[config.mk]
export PLATFORM = sky130hd
export DESIGN_NAME = lbp_front
export DESIGN_NICKNAME = d
export VERILOG_FILES = /design/src/rtl/core/lbp_pkg.sv /design/src/rtl/core/lbp_front.sv
export SDC_FILE = /design/constraint.sdc
export NUM_CORES = 1
export LEC_CHECK = 0
export BUFFER_PORTS_ARGS = -buffer_cell sky130_fd_sc_hd__clkbuf_2
export CELL_PAD_IN_SITES_DETAIL_PLACEMENT = 0
export CELL_PAD_IN_SITES_GLOBAL_PLACEMENT = 1
export CORE_MARGIN = 2
export CORE_UTILIZATION = 43
export CTS_CLUSTER_DIAMETER = 100
export DETAILED_ROUTE_END_ITERATION = 10
export PLACE_DENSITY_LB_ADDON = 0.08
export SLEW_MARGIN = 10
export SYNTH_ARGS = -nofsm -noshare
export SYNTH_HDL_FRONTEND = slang
export SYNTH_SLANG_ARGS = --single-unit
[constraint.sdc]
create_clock -name clk -period 11.2 [get_ports clk]
set_input_delay 2.24 -clock clk [delete_from_list [all_inputs] [get_ports clk]]
set_output_delay 2.24 -clock clk [all_outputs]
set_load 0.01 [all_outputs]
[src/rtl/core/lbp_pkg.sv]
// Package for the LSB-first bit packer: command and item codes, the queue
// item type and shared constants. No dependencies.
`default_nettype none

package lbp_pkg;

  // Default store size in bytes
  localparam int LBP_STORE_BYTES = 1024;

  // Depth of the queue between front and back
  localparam int LBP_QUEUE_DEPTH = 2;

  // Field widths fixed by the interface
  localparam int POS_W   = 14;
  localparam int COUNT_W = 6;
  localparam int BIDX_W  = 10;

  // Capacity after reset, in bits
  localparam logic [POS_W-1:0] CAPACITY_RESET = 14'd8192;

  // Maxima above this write a full 32-bit word as one unit
  localparam logic [31:0] FULL_WIDTH_BOUND = 32'h8000_0000;

  // Command codes on the cmd port
  localparam logic [1:0] CMD_WRITE_BITS = 2'd0;
  localparam logic [1:0] CMD_WRITE_INT  = 2'd1;
  localparam logic [1:0] CMD_READ_BYTE  = 2'd2;

  // Work kinds after classification
  typedef enum logic [1:0] {
    KIND_NOP,
    KIND_READ,
    KIND_UNIT,
    KIND_BITWISE
  } kind_t;

  // One classified word in the queue
  typedef struct packed {
    kind_t              kind;
    logic [COUNT_W-1:0] count;
    logic [31:0]        value;
    logic [BIDX_W-1:0]  byte_index;
  } lbp_item_t;

endpackage

`default_nettype wire

[src/rtl/core/lbp_front.sv]
// Front end of the bit packer: captures a command word and classifies it
// into a work kind and bit count. Depends on lbp_pkg.
`default_nettype none

module lbp_front (
  input  wire logic              clk,
  input  wire logic              rst,
  input  wire logic              start,
  output logic                   busy,
  input  wire logic [1:0]        cmd,
  input  wire logic [31:0]       value,
  input  wire logic [5:0]        bit_count,
  input  wire logic [31:0]       maximum,
  input  wire logic [9:0]        byte_index,
  input  wire logic              q_full,
  output logic                   push,
  output lbp_pkg::lbp_item_t     item
);
  import lbp_pkg::*;

  logic        fv;
  logic [1:0]  cmd_q;
  logic [31:0] value_q;
  logic [5:0]  count_q;
  logic [31:0] max_q;
  logic [9:0]  bidx_q;
  logic [31:0] max_m1;
  logic        accept;

  // Bit length of a 32-bit word, found per byte then across bytes
  function automatic logic [5:0] bit_length(input logic [31:0] x);
    logic [3:0]      any;
    logic [3:0][2:0] hi;
    logic [5:0]      res;
    res = '0;
    for (int g = 0; g < 4; g++) begin
      any[g] = |x[g*8 +: 8];
      hi[g]  = '0;
      for (int j = 0; j < 8; j++) begin
        if (x[g*8 + j]) begin
          hi[g] = 3'(j);
        end
      end
    end
    for (int g = 0; g < 4; g++) begin
      if (any[g]) begin
        res = 6'({2'(g), hi[g]}) + 6'd1;
      end
    end
    return res;
  endfunction

  assign busy   = fv && q_full;
  assign push   = fv && !q_full;
  assign accept = start && !busy;

  // Hold the captured word until the queue takes it
  always_ff @(posedge clk) begin
    if (rst) begin
      fv <= 1'b0;
    end else if (accept) begin
      fv <= 1'b1;
    end else if (push) begin
      fv <= 1'b0;
    end
  end

  always_ff @(posedge clk) begin
    if (accept) begin
      cmd_q   <= cmd;
      value_q <= value;
      count_q <= bit_count;
      max_q   <= maximum;
      bidx_q  <= byte_index;
    end
  end

  assign max_m1 = max_q - 32'd1;

  // Classify the captured word
  always_comb begin
    item.value      = value_q;
    item.byte_index = bidx_q;
    item.kind       = KIND_NOP;
    item.count      = '0;
    case (cmd_q)
      CMD_WRITE_BITS: begin
        item.kind  = KIND_UNIT;
        item.count = (count_q > 6'd32) ? 6'd32 : count_q;
      end
      CMD_WRITE_INT: begin
        if (max_q <= 32'd1) begin
          item.kind  = KIND_UNIT;
          item.count = '0;
        end else if (max_q > FULL_WIDTH_BOUND) begin
          item.kind  = KIND_UNIT;
          item.count = 6'd32;
        end else begin
          item.kind  = KIND_BITWISE;
          item.count = bit_length(max_m1);
        end
      end
      CMD_READ_BYTE: begin
        item.kind = KIND_READ;
      end
      default: begin
        item.kind = KIND_NOP;
      end
    endcase
  end

endmodule

`default_nettype wire

======== Word level (Yosys, flattened, before mapping) ========
Index checks and enable logic that the tools add are counted.
word-level totals
  logic and storage cells ................. 78
  input port bits ......................... 86
  bits in registers ....................... 83
  output and inout bits ................... 52
cells by class
  add/subtract/negate cells ............... 5
  order comparisons ....................... 3
  muxes and demuxes ....................... 51
  equality and inequality tests ........... 2
  reductions and logical operators ........ 11
operators by type and width
  operator                                                         number
  two-way mux 3 bit                                                36
  greater-than comparator 32 bit, second input constant            1
  less-or-equal comparator 32 x 1 -> 1 bit, second input constant  1
  OR reduction 8 bit                                               4
  subtractor 32 x 1 -> 32 bit, second input constant               1
  two-way mux 6 bit                                                4
  two-way mux 7 bit                                                2
  adder 5 x 1 -> 6 bit, second input constant                      2
  case mux 6 bit (2 select lines)                                  1
  greater-than comparator 6 bit, second input constant             1
  two-way mux 1 bit                                                6
  case mux 2 bit (3 select lines)                                  1
  adder 4 x 1 -> 5 bit, second input constant                      1
  adder 3 x 1 -> 4 bit, second input constant                      1
  two-way mux 4 bit                                                1
  logical AND 1 bit                                                3
  equality test 2 x 1 -> 1 bit, second input constant              1
  equality test 2 bit, second input constant                       1
  logical NOT 1 bit                                                2
  logical NOT 2 bit                                                1
  nonzero test 2 bit                                               1

======== Depth between registers and ports, before layout ========
  word-level depth ........................ 19
  gate-level depth with buffers ........... 15
  mapped depth without buffers ............ 14

======== Worst setup path after synthesis ========
No wires, ideal clock.
  path kind ............................... input to register
  start ................................... input port q_full
  end ..................................... register bidx_q[0], enable pin
  setup slack ............................. 4.580 ns
  required time ........................... 10.668 ns
  buffers on the path ..................... 0
  arrival ................................. 6.088 ns
  library setup time ...................... 0.532 ns
  stages on the path ...................... 2
  cell sequence ........................... and2_1 -> nor2b_1
between the ends
  word-level cells in the longest chain between the ends .. 3
RTL lines
  what                    line             text
  start: declaration      lbp_front.sv:15  input wire logic q_full,
  logical AND 1 bit       lbp_front.sv:53  assign busy = fv && q_full;
  logical NOT 1 bit       lbp_front.sv:55  assign accept = start && !busy;
  logical AND 1 bit       lbp_front.sv:55
  net accept              lbp_front.sv:28  logic accept;
  end signal: assignment  lbp_front.sv:74  bidx_q <= byte_index;
  end: declaration        lbp_front.sv:26  logic [9:0] bidx_q;
The timed path passes the listed nets, and every way through them passes these cells.
A chain may end at the register's enable or synchronous reset.

==> results.ini <==
[cells_and_area]
final-seq-area_sq_mm=0.00248
area_delta_synth_final_pct=22.3
fillers=908
final_nets=577
drive_gt1_share_pct=37.4
multi_input_area_sq_mm=0.00176
num_antenna_cells=0

[clocking]
post_cts.repair.setup_buffers=0
numCtsBuffers=9
cts_sinks=83
cts-root-buf=clkbuf_8
clk_pin_slew_ns=0.09
clock_latency_ns=0.37
cts_hold_buffers=0
cts_tree=built
clockBufferDepth=2
cts_max_level=3
cts_resized=0

[route]
postRouteAntennaNets=0
first_pass_iters=4
route.detailed.drc=0
vias=3307
wl_microns=9770
drtIter0Drc=158
via_per_inst=5.33
avgRoutedWirePerCell_microns=15.8

[placement]
pre_cts_slack_ns=5.30
port_buffers=137
dp_hpwl_microns=7330
place.gp.congestion=0.894

[yosys]
ys_types=71
synth_top_cell_by_area=edfxtp_1
synth_area_sq_mm=0.00436
ys_ff_latch=83
synth_commonest_cells=edfxtp_1 (82), nor2_1 (25), nand2_1 (21)
synth_edf_count=82
synthCells=349
synthArstFlopShare_pct=0
synth_most_common_cell=edfxtp_1
synth_area_per_cell_sq_um=12.5
syn_nets=444
synth_top_area_share_pct=56.5
ys.flop_type=edfxtp_1
yosys-top-cells-area=edfxtp_1 (57%), ha_1 (2.6%), nor2_1 (2.2%)
ys_warn_count=0
ys_seq_area_share_pct=57.0

[global_route]
grt_pass1_wl_microns=16600
grt_pass1_vias=3325
antenna_found_initial=0
grt_max_degree=83
grt_usage_pct=19.3
gr-total-overflow=0

[power_and_ir_drop]
intPower_w=0.000506
clkPwrFrac_pct=33.1
ir_worst_vdd_uv=134
cellPowerDensity_mw_per_mm2=128
p_leak_nw=2.09
switchingPower_w=0.000176
combPwrFrac_pct=11.3
swShare_pct=25.8
power_frac_seq_pct=55.7

[floorplan]
core_region_area_sq_mm=0.00982
io_pins=138
fp.dieW_microns=105
row_count=36
start_util_pct=44.4
die_height_microns=105
dieArea_sq_mm=0.0110

[sta]
setup-tns-final_ns=0
tightestPinTransition_ns=1.00
slew_viol_final=0
min_period_over_period_pct=56.8
slew_headroom_pct=33.1
fmax_mhz=157
finalSetupViolCount=0
setup_slack_ns=4.83
rsz0062_at_grt=no
timing.hold.ws_ns=0.669
hold_viol_final=0
min_period_ns=6.37
skew_ns=0.0108

[worst_setup_path]
crit_fanout=15
end_kind=output port
critPathLaunchType=register
cp.arrival_ns=4.13
crit_required_ns=8.96
criticalPathCategory=register to output port

[run_status]
status=completed

[flow_run]
maxCapViolations=0

[hold_path]
holdCritPathClass=register to register

## power by group through the flow
| stage | Sequential, W | Clock (W) | Combinational [W] |
|---|---|---|---|
| 6_report | 0.000379 | 0.000225 | 0.0000767 |
| 5_1_grt | 0.000382 | 0.000247 | 0.0000860 |
| 4_1_cts | 0.000379 | 0.000235 | 0.0000775 |
| 3_5_place_dp | 0.000386 | 0 | 0.0000770 |
| 3_3_place_gp | 0.000386 | 0 | 0.0000765 |
| 2_1_floorplan | 0.000386 | 0 | 0.0000427 |
## placed cells by master, fill, tap and decap left out, types with 7 or more instances in the layout
master and n:
nand3_1 10, nor2_1 25, nand4_1 9, nor2b_1 7, edfxtp_1 82, o21ai_0 14
clkbuf_2 137, nor3_1 10, ha_1 9, nor4_1 7, nand2_1 21, nand2b_1 7
clkbuf_8 9, xnor2_1 8
## final cells by class
cell class	instances	share of cell area (%)
sequential	83	46.6
timing repair buffer	139	13.1
inverter	5	0.352
clock buffer	9	2.32
tap	133	3.12
clock inverter	7	1.53
multi-input combinational	244	33.0
## kinds of logic after synthesis
logic type,count (synthesis),synth area share [%]
and+or+nand+nor,146,21.6
DFF,83,57.0
AOI/OAI and AO/OA,68,11.2
buffers and inverters,22,2.87
xor gates and xnor gates,11,2.21
muxes,10,2.50
adders and majority gates,9,2.58
## state kept, by name (all words and copies together), names as in the netlist
signal / cells
fv: 1
cmd_q: 2
count_q: 6
bidx_q: 10
max_q: 32
value_q: 32
## per-stage QoR
stage / instances / cell area [sq um] / utilization, % / power (W)
final: 620 / 5330 / 54.3 / 0.000681
after global routing: 620 / 5330 / 54.3 / 0.000715
after CTS: 620 / 5330 / 54.3 / 0.000692
after detailed placement: 604 / 5120 / 52.2 / 0.000463
after global placement: 604 / 5120 / 52.2 / 0.000462
after floorplan: 349 / 4360 / - / 0.000429
## layer usage
layer  share of wire [%]  global-route usage, %  vias to the layer above
met5                   0                      0                        -
met4                 1.3                   6.10                        0
met3                 9.5                   9.23                        9
met2                  46                   29.3                      135
met1                  44                   24.4                     1524
li1                    -                      -                     1639
## worst paths after layout
| path | from | to | slack (ns) | cells after the start |
|---|---|---|---|---|
| worst max register to register | fv | max_q[23] | 9.42 | 3 |
| worst max-delay path | max_q[1] | item[44] | 4.83 | 14 |
| worst min register to register | fv | fv | 0.67 | 3 |
| worst min-delay path | fv | fv | 0.67 | 3 |
## worst max-delay path, stage by stage (launching register included)
cell,delay (ns)
edfxtp_1,0.48
inv_1,0.15
ha_1,0.46
nor3b_4,0.46
o211ai_1,0.26
o31ai_1,0.28
nand2_1,0.14
nand2b_1,0.10
nand3_1,0.08
ha_1,0.23
ha_1,0.27
mux2_2,0.26
a221oi_1,0.37
o21ai_1,0.09
clkbuf_2,0.13
No activity file was read; power rests on OpenSTA's default activity.
