[src/rtl/core/lbp_pkg.sv]
// Package for the LSB-first bit packer: command and item codes, the queue
// item type and shared constants. No dependencies.
`default_nettype none

package lbp_pkg;

  // Default store size in bytes
  localparam int LBP_STORE_BYTES = 1024;

  // Depth of the queue between front and back
  localparam int LBP_QUEUE_DEPTH = 2;

  // Field widths fixed by the interface
  localparam int POS_W   = 14;
  localparam int COUNT_W = 6;
  localparam int BIDX_W  = 10;

  // Capacity after reset, in bits
  localparam logic [POS_W-1:0] CAPACITY_RESET = 14'd8192;

  // Maxima above this write a full 32-bit word as one unit
  localparam logic [31:0] FULL_WIDTH_BOUND = 32'h8000_0000;

  // Command codes on the cmd port
  localparam logic [1:0] CMD_WRITE_BITS = 2'd0;
  localparam logic [1:0] CMD_WRITE_INT  = 2'd1;
  localparam logic [1:0] CMD_READ_BYTE  = 2'd2;

  // Work kinds after classification
  typedef enum logic [1:0] {
    KIND_NOP,
    KIND_READ,
    KIND_UNIT,
    KIND_BITWISE
  } kind_t;

  // One classified word in the queue
  typedef struct packed {
    kind_t              kind;
    logic [COUNT_W-1:0] count;
    logic [31:0]        value;
    logic [BIDX_W-1:0]  byte_index;
  } lbp_item_t;

endpackage

`default_nettype wire

[src/rtl/core/lbp_queue.sv]
// Short word queue between the packer front and back ends.
// Depends on lbp_pkg for the item type and depth.
`default_nettype none

module lbp_queue (
  input  wire logic               clk,
  input  wire logic               rst,
  input  wire logic               push,
  input  wire lbp_pkg::lbp_item_t push_item,
  output logic                    full,
  input  wire logic               pop,
  output lbp_pkg::lbp_item_t      head,
  output logic                    empty
);
  import lbp_pkg::*;

  localparam int PtrW = (LBP_QUEUE_DEPTH > 1) ? $clog2(LBP_QUEUE_DEPTH) : 1;
  localparam int CntW = $clog2(LBP_QUEUE_DEPTH + 1);

  lbp_item_t           slots [LBP_QUEUE_DEPTH];
  logic [PtrW-1:0]     wr_ptr;
  logic [PtrW-1:0]     rd_ptr;
  logic [CntW-1:0]     fill;

  assign full  = (fill == CntW'(LBP_QUEUE_DEPTH));
  assign empty = (fill == '0);
  assign head  = slots[rd_ptr];

  // Advance pointers and fill count
  always_ff @(posedge clk) begin
    if (rst) begin
      wr_ptr <= '0;
      rd_ptr <= '0;
      fill   <= '0;
    end else begin
      if (push) begin
        wr_ptr <= (wr_ptr == PtrW'(LBP_QUEUE_DEPTH - 1)) ? '0 : wr_ptr + 1'b1;
      end
      if (pop) begin
        rd_ptr <= (rd_ptr == PtrW'(LBP_QUEUE_DEPTH - 1)) ? '0 : rd_ptr + 1'b1;
      end
      if (push && !pop) begin
        fill <= fill + 1'b1;
      end else if (pop && !push) begin
        fill <= fill - 1'b1;
      end
    end
  end

  always_ff @(posedge clk) begin
    if (push) begin
      slots[wr_ptr] <= push_item;
    end
  end

endmodule

`default_nettype wire

[config.mk]
export PLATFORM = sky130hd
export DESIGN_NAME = lbp_queue
export DESIGN_NICKNAME = d
export VERILOG_FILES = /design/src/rtl/core/lbp_pkg.sv /design/src/rtl/core/lbp_queue.sv
export SDC_FILE = /design/constraint.sdc
export NUM_CORES = 1
export LEC_CHECK = 0
export BUFFER_PORTS_ARGS = -buffer_cell sky130_fd_sc_hd__buf_2
export CAP_MARGIN = 20
export CORE_MARGIN = 10
export CORE_UTILIZATION = 42
export DETAILED_ROUTE_END_ITERATION = 6
export HOLD_SLACK_MARGIN = 0.12
export PLACE_DENSITY = 0.66
export SYNTH_ARGS = -nofsm -noshare
export SYNTH_HDL_FRONTEND = slang
export SYNTH_SLANG_ARGS = --single-unit
[constraint.sdc]
create_clock -name clk -period 5.26 [get_ports clk]
set_input_delay 0.263 -clock clk [delete_from_list [all_inputs] [get_ports clk]]
set_output_delay 0.263 -clock clk [all_outputs]
set_load 0.01 [all_outputs]
Word-level counts from Yosys, hierarchy flattened

Memory sizes are Yosys's and may differ from the RTL's. A register that Yosys moved wholly into a read port is not among the register bits.
Index checks and enable logic that the tools add are counted.

Bits in registers: 4
Memory bits (writable): 100
Bits of input ports: 54
Memories: 1

$add $sub $neg: 4
Equal/unequal tests: 1
Multiplexer cells: 8
Reductions and logical operators: 6

Memories:

| memory | words | width | rd ports | clocked after memory_dff | write ports | line            | source |
|---|---|---|---|---|---|---|---|
| slots  | 2     | 50    | 1        | 1                        | 1           | lbp_queue.sv:20 | `lbp_item_t slots [LBP_QUEUE_DEPTH];` |

Operators by type and width:

| kind                  | number |
|---|---|
| $mux W1               | 6 |
| $mux W2               | 2 |
| $add A1 B1 Y1 const B | 2 |
| $add A2 B1 Y2 const B | 1 |
| $eq A2 B2 Y1 const B  | 1 |
| $logic_and A1 B1 Y1   | 2 |
| $logic_not A1 Y1      | 2 |
| $logic_not A2 Y1      | 1 |
| $reduce_bool A2 Y1    | 1 |
| $sub A2 B1 Y2 const B | 1 |

Depth between registers and ports, before layout

Gate-level depths: netlist of the first run.

Depth after elaboration: 4
Mapped depth: 5
Gate-level depth less buffers: 5

Worst setup path after synthesis of the first run

OpenSTA, ideal clock, no wires.

Path type: flip-flop to flip-flop
Start: register wr_ptr
End: memory slots[0][0] (netlist name) (enable)
Setup time: 0.464 ns
Arrival time: 2.558 ns
Path slack: 2.238 ns
Cell stages (with the launch flop): 2
Cell sequence: dfxtp_1 -> nor2b_1

RTL lines:

| item                   | line            | source |
|---|---|---|
| from (decl)            | lbp_queue.sv:21 | `logic [PtrW-1:0] wr_ptr;` |
| from (signal assigned) | lbp_queue.sv:37 | `wr_ptr <= (wr_ptr == PtrW'(LBP_QUEUE_DEPTH - 1)) ? '0 : wr_ptr + 1'b1;` |
| to (decl)              | lbp_queue.sv:20 |  |

No word-level cell before the write port.

==> summary by stage, run 1 <==
Status
The run finished with clean final reports.

Worst hold path
The worst min-delay path class is input pin to register.

Timing
The clock period could shrink to 2080 ps. The count of final max-slew check failures is 0. The minimum hold slack is approximately 200 ps. Headroom to the max-slew limit came out at 54.7%. The share of the cycle needed by the critical path after routing is 39.6%. The slew at the pin with the worst max-slew slack is 679 ps. Adding up every negative setup slack in the final design gives 0 ps. The clock tree skew after final layout is 8.93 ps.

After layout, the worst setup slack is 3180 ps. Setup repair after global routing left no endpoint under its margin. The number of failing hold endpoints at the final stage is 0. The maximum clock frequency is 0.480 GHz. The count of final setup violators is 0.

Power and ir drop
In this run the static leakage power is a little under 2 nW. In this run, the combinational gates consume 13.9% of the power. The proportion of power drawn by flip-flops and latches is 59.1%. Summed over all nets, the switching power comes to roughly 0.4 mW. The internal power consumption is 1.27 mW. The worst voltage drop across the vdd grid is 144 uV. The total power divided by cell area is 324 mW/mm^2. The overall power after layout is 1.67 mW. Net switching is 23.9% of the power.

The clock network burns 27.1% of the power.

Detailed routing
After detailed routing, the number of remaining DRC violations is 0. The detailed-route vias per instance is 4.64. Once detail routing completed, the nets flagged for antenna violations numbered 0. The detailed router finished its first iteration with between 60 and 70 violations. The count of vias placed by the detailed router is 2110. After detailed routing, the average wire length per cell comes to 16.9 um.

The total detailed-routing wirelength is approximately 7700 um. The number of detailed-route iterations in the first pass is 4.

Layout
The total area of sequential cells is a little over 0.003 sq mm. For this run, the share of the core covered by cells in the final layout is 58.9%. From synthesis to final layout, the design area changed by 35.6%. The share of cells above drive strength 1 is 49.9%. The final layout contains between 300 and 400 nets.

Summing all multi-input logic gate instances after layout gives 676 sq um. The number of fill cells in the layout is 654. The repair_antennas step left the layout with diodes totalling 0.

Die
The die area is 0.0133 sq mm. Once the floorplan was initialized, standard cells occupied 43.4% of the core. During I/O placement, the number of pins put on the boundary was 106.

The area inside the core boundary is a little under 0.009 sq mm. The vertical extent of the die is 115 um. The chip width is about 120 um. In this run the core area contains 34 standard-cell rows.

Yosys
Summed over all instances, the cell type with the most area after synthesis is sky130_fd_sc_hd__edfxtp_1. The commonest cells after synthesis are sky130_fd_sc_hd__edfxtp_1, sky130_fd_sc_hd__mux2_2, sky130_fd_sc_hd__buf_2. The post-synthesis instance area is 0.00380 sq mm. The fraction of synthesis flops using an asynchronous set or reset pin is 0%.

The net count after synthesis is 233. By area the synthesized netlist is led by sky130_fd_sc_hd__edfxtp_1, sky130_fd_sc_hd__mux2_2, sky130_fd_sc_hd__dfxtp_1. The count of warnings emitted by yosys is 0. Synthesis instantiated 16 different standard cells from the library. Among all flip-flop cells after synthesis, the most frequent one is sky130_fd_sc_hd__edfxtp_1. The leading cell type by number of instances after synthesis is sky130_fd_sc_hd__edfxtp_1. The number of enable-type register cells in the synthesized netlist is 100. The area share of the leading cell type in the synthesized netlist is between 70% and 80%. The cell count after synthesis is 178. The register area share after synthesis is 81.6%. The register bit count reported by yosys is 105. The mean instance size in the synthesized netlist is ~21 sq um.

GRT
The global-route total usage across every layer is 11.5%. The first global-routing pass estimated 11900 um of wire. Global routing finished with a remaining overflow of 0.

The initial antenna violation count came to 0. The pin count of the biggest net entering global routing is 51. The number of global-route vias before repair came to 2298.

Critical path
In this run the register-to-register setup slack is ~3500 ps. The kind of critical path is register to output pin. For the worst setup path, the data arrival time is 1820 ps.

The worst setup path is launched from a register. The critical path goes through buf_4, mux2_2, buf_2. Data on the critical path is required at its endpoint by 5000 ps. Broken down by cell family, the worst path's largest delay share belongs to buffers and inverters.

The maximum fanout count along the critical path is 50. The worst setup path is captured at an output pin. The critical path contains buffers and inverters numbering 2 combined. The critical path's largest stage delay is 540 ps. The slowest cell on the critical path is sky130_fd_sc_hd__buf_4.

CTS
The CTS H-tree depth is 3. The maximum buffer depth of the clock tree is 2. The insertion delay to the later sink of the worst-skew pair is 360 ps. The total clock buffers created by CTS is 9. After clock tree synthesis, the clock-pin slew on the worst setup and hold paths is 90 ps. After clock tree synthesis, the repair step resized 0 gates. The clock net in this run drives a total of 105 sinks. TritonCTS built the clock tree. The root buffer cell chosen for the clock tree is sky130_fd_sc_hd__clkbuf_8.

Place
The number of port buffers is 105. The setup slack after placement is 3380 ps. The placer congestion estimate is 0.637. The HPWL after detailed placement is 4880 um.

Run
Across the run, the number of max-cap violations was 0.
per-layer routing:
metal / track usage, % / wire [um] / vias to the layer above
li1: - / - / 1015
met1: 13.4 / 3220 / 1015
met2: 18.9 / 3770 / 73
met3: 5.31 / 629 / 7
met4: 2.97 / 52 / 0
met5: 0 / 0 / -
power by group through the flow:
stage / registers [mW] / logic [mW] / clock network [mW]
6_report: 0.985 / 0.231 / 0.452
5_1_grt: 0.990 / 0.254 / 0.510
4_1_cts: 0.986 / 0.237 / 0.469
3_5_place_dp: 1.01 / 0.207 / 0
3_3_place_gp: 1.00 / 0.205 / 0
2_1_floorplan: 1.00 / 0.116 / 0
worst min-delay path: stages:
cell	delay, ps
sky130_fd_sc_hd__buf_2	110
sky130_fd_sc_hd__xnor2_1	80
sky130_fd_sc_hd__nor2_1	80
registers in the layout (all words and copies together) (netlist names), named ones only:
signal / flops
fill: 2
slots: 100
rd_ptr: 1
wr_ptr: 1
what timing repair did:
action                    4_1_cts  5_1_grt
hold buffers                   51        0
hold endpoints to repair      101        0
setup buffers                   0        0
through the flow:
step / cell area (sq um) / std cells
after floorplan: 3800 / 178
after global placement: 4470 / 388
after detailed placement: 4470 / 388
after CTS: 5160 / 455
after global routing: 5160 / 455
final: 5160 / 455
cell families (layout without fill, tap and decap cells):
group / Yosys count / after routing / synth area share [%]
buffers and inverters: 7 / 176 / 0.888
muxes: 50 / 50 / 14.8
DFF: 105 / 105 / 81.6
xor gates and xnor gates: 4 / 4 / 0.921
AOI/OAI and AO/OA: 2 / 2 / 0.263
adders and majority gates: 1 / 1 / 0.329
and+or+nand+nor: 9 / 9 / 1.22
layout make-up:
type	instances	share of cell area, %
Timing Repair Buffer	159	20.5
Inverter	1	0.0728
Sequential cell	105	60.2
Clock buffer	10	2.47
Multi-Input combinational cell	66	13.1
Tap cell	108	2.62
Clock inverter	6	1.02
cell usage in the layout, fill, tap and decap left out, types with 3 or more instances in the layout:
cell type,count
sky130_fd_sc_hd__buf_2,105
sky130_fd_sc_hd__buf_4,3
sky130_fd_sc_hd__clkbuf_8,9
sky130_fd_sc_hd__clkinvlp_4,4
sky130_fd_sc_hd__dfxtp_1,4
sky130_fd_sc_hd__dlygate4sd3_1,51
sky130_fd_sc_hd__edfxtp_1,100
sky130_fd_sc_hd__mux2_1,4
sky130_fd_sc_hd__mux2_2,46
sky130_fd_sc_hd__nor2_1,5
worst paths after layout:
check / from / endpoint / depth (start not counted)
setup / recovery: register / head[15] / 3
setup reg to reg: wr_ptr$_SDFFE_PP0P_ / slots[1][43]$_DFFE_PP_ / 2
hold reg to reg: fill[1]$_SDFFE_PP0P_ / fill[1]$_SDFFE_PP0P_ / 2
hold / removal: pop / rd_ptr$_SDFFE_PP0P_ / 3
No activity file was read; power rests on OpenSTA's default activity.
==> run 2, diff against run 1 <==
- clock period: 5.26 -> 2.05 ns (I/O delays scaled with it)
==> summary by stage, run 2 (synthesis results as in run 1) <==
Layout
The synthesis-to-layout area growth is 37.3%. The top cell types in the final layout, fill and taps aside, are sky130_fd_sc_hd__buf_2, sky130_fd_sc_hd__edfxtp_1, sky130_fd_sc_hd__dlygate4sd3_1. The number of nets in the layout is 402 (+1.3%). The share of cells above drive strength 1 is 49.4% (-0.43 points). The number of flip-flops in the largest register is 100 (unchanged). The library cell used most frequently in the layout, excluding fill and tap cells, is sky130_fd_sc_hd__buf_2. The most flop-heavy register is slots.

In the final layout, the registers with the most flip-flops are slots: 100 flops, fill: 2 flops. The core utilization of the finished layout is 59.6% (+0.73 points).

CTS
The maximum buffer depth of the clock tree was 2 (unchanged). The tree is rooted in a sky130_fd_sc_hd__clkbuf_8. The CTS H-tree depth was 3 (unchanged). The insertion delay to the later sink of the worst-skew pair is 350 ps (about the same).

The TritonCTS clock tree is yes. The TritonCTS sink count is 105 (unchanged). The number of gates resized after CTS is 0 (unchanged).

The clock slew at the register clock pins of the worst setup and hold paths is 90 ps (about the same). The post-cts hold buffer count came to 53 (+3.9%). The total clock buffers created by CTS came to 9 (unchanged).

The number of buffers inserted to repair setup after CTS is 0 (unchanged).

Timing
The maximum clock frequency is 0.600 GHz. The number of failing hold endpoints at the final stage is 0 (unchanged). The count of final setup violators is 0 (unchanged). The final worst slack is 384 ps (-2790 ps). The accumulated negative setup slack is 0 ps (unchanged).

The slew at the pin with the worst max-slew slack came to 417 ps (-263 ps). The clock tree skew after final layout is 10.1 ps (+1.14 ps). The worst-case headroom to the max-slew limit is 72.2% (+18 points).

The worst path needs 1670 ps of the cycle, external delays included. The count of final max-slew check failures came to 0 (unchanged). Setup repair after global routing left no endpoint under its margin. The share of the cycle needed by the critical path after routing is 81.3%.

Critical path
The critical path required time came to 1950 ps (-3050 ps). The slowest stage of the critical path belongs to the cell sky130_fd_sc_hd__mux2_1. The number of buffers and inverters on the critical path was 2 (unchanged). The kind of cell with the highest combined delay along the critical path is buffers and inverters. In this run the critical register-to-register path is captured at slots[1][29]$_DFFE_PP_. The startpoint identified for the worst register-to-register timing path is wr_ptr$_SDFFE_PP0P_. The setup slack of the worst register-to-register path is 760 ps (-2770 ps). The worst reg2reg path depth is 2 (unchanged).

Walking the worst path, the cells encountered are buf_4, mux2_1, buf_2. The critical path's largest stage delay is 390 ps (-150 ps). The worst setup path is of the register to output pin kind. The maximum fanout count along the critical path was 27 (-46%).

The kind of launch point of the worst setup path is a register. STA classifies the critical path endpoint as an output pin. The arrival time at the worst endpoint is 1560 ps (-260 ps).

Place
The HPWL after detailed placement is 4910 um (+0.63%). The placer congestion estimate is 0.675 (+6.0%). The setup slack after placement is 747 ps (-2630 ps).

The number of port buffers is 105 (unchanged).

Detailed routing
The DRC violation count after routing is 0 (unchanged). The total detailed-routing wirelength was 7560 um (-1.4%). The number of detailed-route iterations in the first pass is 4 (unchanged). The average wire per cell in the routed design is 16.5 um (-2.3%). The count of routing violations after the opening detailed-route iteration is 100 (+54%). The count of vias placed by the detailed router is 2136 (+1.2%).

The number of nets with antenna violations after routing is 0 (unchanged). The detailed-route vias per instance is 4.65 (+0.35%).

Die
The chip width is 115 um (unchanged). The vertical extent of the die came to 115 um (unchanged). The die area is 0.0133 sq mm (unchanged). The count of boundary I/O pins is 106 (unchanged). The number of standard-cell rows in the floorplan is 34 (unchanged). The area inside the core boundary is 0.00876 sq mm (unchanged). The initial core utilization was 43.4% (unchanged).

Power and ir drop
The total power divided by cell area is 848 mW/mm^2 (+160%). The standby leakage power is 1.99 nW (+2.1%). The worst voltage drop across the vdd grid came to 441 uV (+210%).

Worst hold path
The worst hold path belongs to the class input pin to register. The cell depth of the worst hold path came to 2 (-1). The startpoint of the lowest-slack hold path is push_item[31]. The end point of the worst hold path is slots[0][31]$_DFFE_PP_.

Run
The number of max-capacitance violations reported was 0 (unchanged).

Status
The flow ran to the end, and the final reports show no timing, DRC or antenna violations.

GRT
The number of global-route vias before repair is 2399 (+4.4%). The pin count of the biggest net entering global routing came to 31 (-39%). The wire length of the first global-routing pass is 11900 um (+0.40%). The global-route total usage across every layer is 11.5% (about the same).

The total congestion overflow after global routing is 0 (unchanged). The initial antenna violation count is 0 (unchanged).
-- run 2: worst max-delay path by stage --
| stage | depth (start not counted) | slack [ps] | to | start |
|---|---|---|---|---|
| 2_1_floorplan | 1 | 30 | slots[1][0]$_DFFE_PP_ | wr_ptr$_SDFFE_PP0P_ |
| 3_3_place_gp | 3 | 760 | head[27] | register |
| 3_5_place_dp | 3 | 750 | head[27] | register |
| 4_1_cts | 3 | 350 | head[27] | register |
| 5_1_grt | 3 | 310 | head[37] | register |
| 6_report | 3 | 380 | head[37] | register |
-- run 2: layout make-up --
| type | instances | area (sq um) |
|---|---|---|
| Fill cell | 687 | 3540 |
| Sequential cell | 105 | 3100 |
| Timing Repair Buffer | 164 | 1100 |
| Multi-Input combinational cell | 66 | 676 |
| Tap cell | 108 | 135 |
| Clock buffer | 11 | 131 |
| Clock inverter | 3 | 67.6 |
| Inverter | 1 | 3.75 |
| Antenna cell | 1 | 2.50 |
-- run 2: power breakdown --
part	leakage (nW)	total (mW)	switching [mW]	internal, mW
sequential	0.980	2.53	0.0336	2.50
combinational	0.912	0.603	0.291	0.312
clock	0.0955	1.30	0.619	0.676
-- run 2: routing by layer --
metal	share of wire, %	global-route usage (%)
met1	41	13.0
met2	50	18.9
met3	8.0	4.90
met4	0.85	4.79
met5	0	0
-- run 2: metrics by stage --
step	hold WS, ps	instance area, sq um	total power [mW]	cells
CTS	447	5220	4.50	458
global placement	290	4490	3.10	391
finish	471	5220	4.43	459
detailed placement	294	4490	3.11	391
floorplan	172	3810	2.87	178
global route	444	5220	4.63	458
